### config.mk
export PLATFORM = sky130hd
export DESIGN_NAME = gcd_d2t
export DESIGN_NICKNAME = d
export VERILOG_FILES = /design/src/hw/rtl/gcd_pkg.sv /design/src/hw/rtl/gcd_delay.sv /design/src/hw/rtl/gcd_divc.sv /design/src/hw/rtl/gcd_d2t.sv
export SDC_FILE = /design/constraint.sdc
export NUM_CORES = 1
export LEC_CHECK = 0
export ABC_AREA = 1
export BUFFER_PORTS_ARGS = -buffer_cell sky130_fd_sc_hd__buf_2
export CAP_MARGIN = 20
export CELL_PAD_IN_SITES_DETAIL_PLACEMENT = 0
export CELL_PAD_IN_SITES_GLOBAL_PLACEMENT = 1
export CORE_UTILIZATION = 40
export CTS_BUF_LIST = sky130_fd_sc_hd__clkbuf_8
export DETAILED_ROUTE_END_ITERATION = 8
export GPL_ROUTABILITY_DRIVEN = 1
export PLACE_DENSITY = 0.74
export SYNTH_ARGS = -nofsm -noshare
export SYNTH_HDL_FRONTEND = slang
export SYNTH_HIERARCHICAL = 1
export SYNTH_SLANG_ARGS = --single-unit
### constraint.sdc
create_clock -name i_clk -period 5.3 [get_ports i_clk]
set_clock_uncertainty 0.15 [all_clocks]
set_input_delay 0.53 -clock i_clk [delete_from_list [all_inputs] [get_ports i_clk]]
set_output_delay 0.53 -clock i_clk [all_outputs]
set_load 0.02 [all_outputs]
### src/hw/rtl/gcd_pkg.sv
// ----------------------------------------------------------------------------
// gcd_pkg
// Shared constants, latencies and types for the great-circle distance
// datapath.
// ----------------------------------------------------------------------------
package gcd_pkg;

    // pi in Q30, rounded
    localparam logic [31:0] PI_Q30 = 32'd3373259426;
    // one in Q30
    localparam logic [30:0] ONE_Q30 = 31'h4000_0000;

    // reset radius of the sphere in km
    localparam logic [13:0] RADIUS_RESET = 14'd6371;

    // divisors of the Taylor series, in Horner order
    localparam int SIN_TERMS = 5;
    localparam int COS_TERMS = 6;
    localparam int SIN_DIV [SIN_TERMS] = '{110, 72, 42, 20, 6};
    localparam int COS_DIV [COS_TERMS] = '{132, 90, 56, 30, 12, 2};

    // bisection steps of the inverse cosine
    localparam int ACOS_STEPS = 31;

    // pipeline latencies in cycles
    localparam int LAT_DIV    = 2;
    localparam int LAT_HORNER = LAT_DIV + 3;
    localparam int LAT_D2T    = 2 * LAT_DIV + 3;
    localparam int LAT_SC     = 5 + COS_TERMS * LAT_HORNER + 1;
    localparam int LAT_STEP   = LAT_SC + 1;
    localparam int LAT_ARG    = 5;
    localparam int LAT_TOTAL  = 1 + LAT_D2T + LAT_SC + LAT_ARG
                                + ACOS_STEPS * LAT_STEP + 5;

    // quadrant of a binary angle after the eighth-turn offset
    typedef enum logic [1:0] {
        QUAD_0,
        QUAD_1,
        QUAD_2,
        QUAD_3
    } t_quad;

    // Q30 value with sign
    typedef logic signed [31:0] t_q30;

endpackage

### src/hw/rtl/gcd_delay.sv
// ----------------------------------------------------------------------------
// gcd_delay
// Enabled shift line that keeps side data aligned with a pipelined unit.
// ----------------------------------------------------------------------------
module gcd_delay #(
    parameter int W = 1,
    parameter int N = 1
) (
    input  logic         i_clk,
    input  logic         i_en,
    input  logic [W-1:0] i_d,
    output logic [W-1:0] o_q
);

    logic [W-1:0] r_tap [N];

    // advance every tap while the pipeline moves
    always_ff @(posedge i_clk) begin
        if (i_en) begin
            r_tap[0] <= i_d;
            for (int k = 1; k < N; k++) begin
                r_tap[k] <= r_tap[k-1];
            end
        end
    end

    assign o_q = r_tap[N-1];

endmodule

### src/hw/rtl/gcd_divc.sv
// ----------------------------------------------------------------------------
// gcd_divc
// Floor division by a constant: reciprocal multiply, then one correction.
// ----------------------------------------------------------------------------
module gcd_divc #(
    parameter int W = 31,
    parameter int D = 3
) (
    input  logic         i_clk,
    input  logic         i_en,
    input  logic [W-1:0] i_n,
    output logic [W-1:0] o_q
);

    localparam logic [63:0]  K_FULL = (64'd1 << W) / D;
    localparam logic [W-1:0] K      = K_FULL[W-1:0];
    localparam logic [W-1:0] DV     = W'(D);

    logic [2*W-1:0] r_prod;
    logic [W-1:0]   r_n;
    logic [W-1:0]   r_q;
    logic [W-1:0]   w_q0;
    logic [W-1:0]   w_rem;

    // estimate is exact or one short
    assign w_q0  = r_prod[2*W-1:W];
    assign w_rem = r_n - W'(w_q0 * DV);

    always_ff @(posedge i_clk) begin
        if (i_en) begin
            r_prod <= (2*W)'(i_n) * (2*W)'(K);
            r_n    <= i_n;
            r_q    <= (w_rem >= DV) ? w_q0 + W'(1) : w_q0;
        end
    end

    assign o_q = r_q;

endmodule

### src/hw/rtl/gcd_d2t.sv
// ----------------------------------------------------------------------------
// gcd_d2t
// Signed fixed-point degrees to a 32-bit binary angle, rounded, halves away from zero.
// ----------------------------------------------------------------------------
module gcd_d2t #(
    parameter int ANGLE_FRAC_BITS = 16
) (
    input  logic               i_clk,
    input  logic               i_en,
    input  logic signed [25:0] i_deg,
    output logic [31:0]        o_turn
);

    localparam int SH = 32 - ANGLE_FRAC_BITS;

    logic [25:0] r_m;
    logic        r_neg;
    logic [22:0] w_a;
    logic [25:0] w_m2;
    logic        w_neg2;
    logic [8:0]  w_b;
    logic [32:0] w_y;
    logic [29:0] r_yh;
    logic [16:0] r_a;
    logic        r_negb;
    logic [29:0] w_q2;
    logic [16:0] w_a3;
    logic        w_neg3;
    logic [31:0] w_t;
    logic [31:0] r_turn;

    // take the magnitude
    always_ff @(posedge i_clk) begin
        if (i_en) begin
            r_m   <= i_deg[25] ? 26'(-i_deg) : 26'(i_deg);
            r_neg <= i_deg[25];
        end
    end

    // whole multiples of 360: m = 360 a + b
    gcd_divc #(.W(23), .D(45)) u_div_a (
        .i_clk (i_clk),
        .i_en  (i_en),
        .i_n   (r_m[25:3]),
        .o_q   (w_a)
    );

    gcd_delay #(.W(27), .N(gcd_pkg::LAT_DIV)) u_dly_m (
        .i_clk (i_clk),
        .i_en  (i_en),
        .i_d   ({r_neg, r_m}),
        .o_q   ({w_neg2, w_m2})
    );

    // remainder scaled to the turn, with the rounding half
    assign w_b = 9'(w_m2 - 26'(26'(w_a) * 26'd360));
    assign w_y = (33'(w_b) << SH) + 33'd180;

    always_ff @(posedge i_clk) begin
        if (i_en) begin
            r_yh   <= w_y[32:3];
            r_a    <= w_a[16:0];
            r_negb <= w_neg2;
        end
    end

    gcd_divc #(.W(30), .D(45)) u_div_b (
        .i_clk (i_clk),
        .i_en  (i_en),
        .i_n   (r_yh),
        .o_q   (w_q2)
    );

    gcd_delay #(.W(18), .N(gcd_pkg::LAT_DIV)) u_dly_a (
        .i_clk (i_clk),
        .i_en  (i_en),
        .i_d   ({r_negb, r_a}),
        .o_q   ({w_neg3, w_a3})
    );

    // combine, wrap to 32 bits and restore the sign
    assign w_t = 32'((64'(w_a3) << SH) + 64'(w_q2));

    always_ff @(posedge i_clk) begin
        if (i_en) begin
            r_turn <= w_neg3 ? 32'(0) - w_t : w_t;
        end
    end

    assign o_turn = r_turn;

endmodule

======== Yosys cells after proc, flatten, opt, wreduce, memory -nomap -nowiden ========
Memories as Yosys holds them, arrays and structs flattened.
Index checks and enable logic that the tools add are counted.
W data, S select, Z words.
word-level totals
  memories ................................ 2
  word-level logic and storage cells ...... 39
  ROM bits ................................ 0
  bits in latches ......................... 0
  input port bits ......................... 28
  output and inout port bits .............. 32
  bits in writable memories ............... 90
  bits in registers ....................... 301
memory list
  memory         words  bits a word  read ports  clocked after Yosys merged registers in  write ports  line             RTL
  u_dly_m.r_tap  2      27           2           0                                        2            gcd_delay.sv:15  logic [W-1:0] r_tap [N];
  u_dly_a.r_tap  2      18           2           0                                        2            gcd_delay.sv:15
operators by class
  $mul .................................... 5
  bitwise gates (word level) .............. 0
  shift-type cells ........................ 0
  order comparisons ....................... 2
  $add $sub $neg .......................... 9
  mux-type cells .......................... 6
  divide/modulo/power cells ............... 0
  eq/ne operators ......................... 0
  reductions and logical operators ........ 0
operators by type and width
  kind                      number
  $mul A30 B25 Y55 const B  1
  $mux W25                  2
  $mul A23 B18 Y41 const B  1
  $add A32 B26 Y32          1
  $mux W32                  1
  $sub A1 B32 Y32 const A   1
  $ge A30 B6 Y1 const B     1
  $mul A25 B6 Y30 const B   1
  $sub A30 B30 Y30          1
  $add A25 B1 Y26 const B   1
  $add A25 B8 Y26 const B   1
  $neg A26 Y26              1
  $ge A23 B6 Y1 const B     1
  $mul A18 B6 Y23 const B   1
  $sub A23 B23 Y23          1
  $add A18 B1 Y19 const B   1
  $mul A19 B6 Y6 const B    1
  $mux W18                  1
  $sub A9 B9 Y9             1
  $mux W1                   2

======== Longest topological paths before layout ========
  depth after elaboration ................. 4
  depth in mapped cells ................... 26

======== Hierarchy ========
The synthesis kept the hierarchy.
modules (own cells, without submodules)
  module               seq. area each (sq um)  cells each  area each (sq um)  times used
  gcd_divc (u_div_b)   2432.3                  2326        19308.5            1
  gcd_divc (u_div_a)   1801.7                  1474        12660.9            1
  gcd_d2t              2582.5                  571         5292.6             1
  gcd_delay (u_dly_m)  1621.6                  81          1824.2             1
  gcd_delay (u_dly_a)  1081.0                  54          1216.2             1

======== Least setup slack after synthesis ========
OpenSTA, ideal clock, no wires.
  path kind ............................... register to register
  start ................................... register r_yh[18]
  end ..................................... register u_div_b.r_prod[44] (data pin)
  slack ................................... -0.344 ns
  arrival ................................. 5.235 ns
  cell stages (with the launch flop) ...... 21
  clock period less this slack ............ 5.644 ns
  buffers on the path ..................... 0
  library setup time ...................... 0.259 ns
  path through ............................ edfxtp_1 > ha_1 > fa_1 > inv_1 > fa_1 > fa_1 > inv_1 > fa_1 > fa_1 > inv_1 > fa_1 > inv_1 > ha_1 > a21oi_1 > o21a_1 > o21ai_0 > a211oi_1 > o21ai_0 > nand2_1 > nand2_1 > xor2_1
on the way
  cells in the longest elaborated chain, start to end .. 1
RTL lines
  element                 line            RTL
  from (decl)             gcd_d2t.sv:23   logic [29:0] r_yh;
  from (signal assigned)  gcd_d2t.sv:61   r_yh <= w_y[32:3];
  $mul A30 B25 Y55        gcd_divc.sv:31  r_prod <= (2*W)'(i_n) * (2*W)'(K);
  to (signal assigned)    gcd_divc.sv:31
  to (decl)               gcd_divc.sv:19  logic [2*W-1:0] r_prod;
Every way passes these cells.
A chain may end at the register's enable or synchronous reset.

======== Worst setup path in the final report ========
Same ends and word-level chain as after synthesis.

==> results.txt <==
* Relative max-transition margin: 0.283
- Syn Area/Cell: 8.78 sq um
* Starting density of the core: 0.406
- Vias after detailed routing: 29.4k
- Final-report setup violation count: 26
- After clock tree synthesis, the clock-pin slew on the worst setup and hold paths is around 0.050 ns.
- After detailed routing, the number of remaining DRC violations is 0.
- The worst setup path is launched from a register.
- Based on the critical path, the design can be clocked at up to 176 MHz.
* Reg-to-reg startpoint: r_yh[18]
- Core box area: between 0.09 and 0.1 sq mm
* Final-layout setup total negative slack: -5.68 ns
* Final Hold Vio Count: 0
- Compared with the post-synthesis result, the final layout area differs by 20.9%.
- Initial antenna violation count: 5
- The clock net in this run drives a total of ~280 sinks.
- TritonCTS built the clock tree.
- The tightest hold path in the finished design has a slack of 0.0532 ns.
- Dividing the final minimum period by the clock period gives 1.07.
- CTS HTree Levels: 2
* # placed instances: 6131
- Fin cells: 6325
- The die covers 0.0983 sq mm.
- At the worst endpoint, the arrival time is 5.98 ns.
- The worst setup path is captured at a register.
- Global-route usage over all layers: 0.206
* Port Buf Inserts: 59
- The cell area that synthesis handed to floorplanning was 0.0388 sq mm.
* Worst min-delay path startpoint: i_deg[10]
- Largest driver fanout on the critical path: 3
- Hold Path Class: input port to register
* First-pass iteration count of the detailed router: 5
- For the worst-skew pair, the clock arrives at the later sink with an insertion delay of 0.70 ns.
- The tree is rooted in a sky130_fd_sc_hd__clkbuf_8.
* Global-route wire length before repair: 160000 um
- The routed design could run at a clock period as short as 5.68 ns.
- RePlAce Congestion: around 0.93
- Post-Route WL: 98100 um
- Die Y-Extent: 314 um
* Post-synthesis cell count: 4422
* Filler cell count in the final layout: 9237
* Post-layout instance area: 0.0469 sq mm
* Final #Nets: 6057
- The run finished, with violations left.
* Syn. warnings: 6
- Global route total overflow: 0
* Most common library cell in the layout ignoring fill and taps: sky130_fd_sc_hd__inv_1
* Boundary pin count: 60
- Number of DRC markers after the initial detailed-route iteration: 1420
- Counting the buffers created by CTS gives 53.
* Max-slew violation count: 0
- In the post-route analysis, the smallest setup slack over all paths is -0.377 ns.
* R2r setup slk: -0.38 ns
- In this run the core area contains 113 standard-cell rows.
* Post-DP Area: 0.0433 sq mm
- Most frequent cells in the layout: sky130_fd_sc_hd__inv_1, sky130_fd_sc_hd__nand2_1, sky130_fd_sc_hd__ha_1, sky130_fd_sc_hd__fa_1, sky130_fd_sc_hd__buf_4
* Start point of the critical path: r_yh[18]
- Using the TritonRoute via totals, the vias-per-cell ratio works out to approximately 4.6.
- The number of global-route vias before repair is 30.8k.
- Failing checks: negative setup slack
* Max Root-Sink Buffers: 3
- At the pin with the least slew margin, the transition time is roughly 1.1 ns.
- Summed over all nets, the half-perimeter wirelength after detailed placement is 84900 um.
* Number of max-cap violations: 0
* Unrepaired setup endpoints after global routing: true
- Required @ worst endpoint: 5.61 ns
- In the final layout, the share of cells above drive strength 1 is 0.184.
* Critical setup path kind: register to register
- Routed length per instance: 15.5 um
* Pin count of the biggest net entering global routing: 123
- Die extent in x: about 310 um
* Count of antenna-violating nets left after detailed routing: 0
[critical path, stage by stage, from the launching register on]
cell and delay [ns]:
sky130_fd_sc_hd__edfxtp_1 0.48, sky130_fd_sc_hd__ha_4 0.29, sky130_fd_sc_hd__fa_1 0.52, sky130_fd_sc_hd__inv_2 0.04, sky130_fd_sc_hd__fa_1 0.46, sky130_fd_sc_hd__fa_1 0.52, sky130_fd_sc_hd__inv_1 0.05, sky130_fd_sc_hd__fa_1 0.44
sky130_fd_sc_hd__fa_1 0.51, sky130_fd_sc_hd__inv_2 0.04, sky130_fd_sc_hd__fa_1 0.54, sky130_fd_sc_hd__inv_2 0.04, sky130_fd_sc_hd__ha_4 0.24, sky130_fd_sc_hd__a21oi_4 0.18, sky130_fd_sc_hd__o21a_1 0.19, sky130_fd_sc_hd__o21ai_2 0.07
sky130_fd_sc_hd__a211oi_2 0.28, sky130_fd_sc_hd__o21ai_4 0.11, sky130_fd_sc_hd__nand2_1 0.07, sky130_fd_sc_hd__nand2_1 0.06, sky130_fd_sc_hd__xor2_1 0.15
[worst paths after layout]
check	to	depth (start not counted)
min	r_m[10]	2
min reg2reg	u_dly_m/r_tap[0][0]	0
max reg2reg	u_div_b/r_prod[44]	20
max	u_div_b/r_prod[44]	20
[registers in the layout (all words and copies together) (netlist names)]
signal,cells
u_div_a/r_prod,18
u_dly_a/r_tap,34
u_div_b/r_n,30
u_dly_m/r_tap,20
o_turn,32
u_div_a/o_q,16
u_div_a/r_n,23
r_m,26
u_div_b/o_q,26
r_yh,9
r_negb,1
r_a,16
r_neg,1
u_div_b/r_prod,25
[routing by layer]
layer | routed length, um | share of wire | track usage | up-vias
met5 | 21 | 0.00021 | 0 | -
met4 | 2240 | 0.023 | 0.0558 | 4
met2 | 45300 | 0.46 | 0.342 | 497
met1 | 46800 | 0.48 | 0.283 | 13900
met3 | 3740 | 0.038 | 0.0249 | 135
li1 | - | - | - | 14900
[layout make-up]
cell class,count,area (sq um),share of cell area
tap,1265,1580,0.0337
timing repair buffer,454,3440,0.0733
clock buffer,53,729,0.0155
sequential,277,8320,0.177
clock inverter,45,428,0.00912
inverter,1151,4330,0.0923
multi-input combinational,3079,28100,0.599
antenna,1,2.50,0.0000533
[stage by stage]
stage / setup slack, ns / utilization
after floorplan: -0.292 / -
final: -0.377 / 0.491
after global routing: -0.562 / 0.491
after global placement: -0.516 / 0.454
after CTS: -0.338 / 0.480
after detailed placement: -0.587 / 0.454
[timing repair]
item	CTS	global route
resized for setup	207	184
pin swaps	136	143
hold buffers	18	0
endpoints found under the hold margin	19	0
endpoints found under the setup margin	38	76
setup buffers	39	42
Power is left out: the tool's default activity adds up to more than one toggle a clock period on the data nets, which glitch-free logic cannot reach.
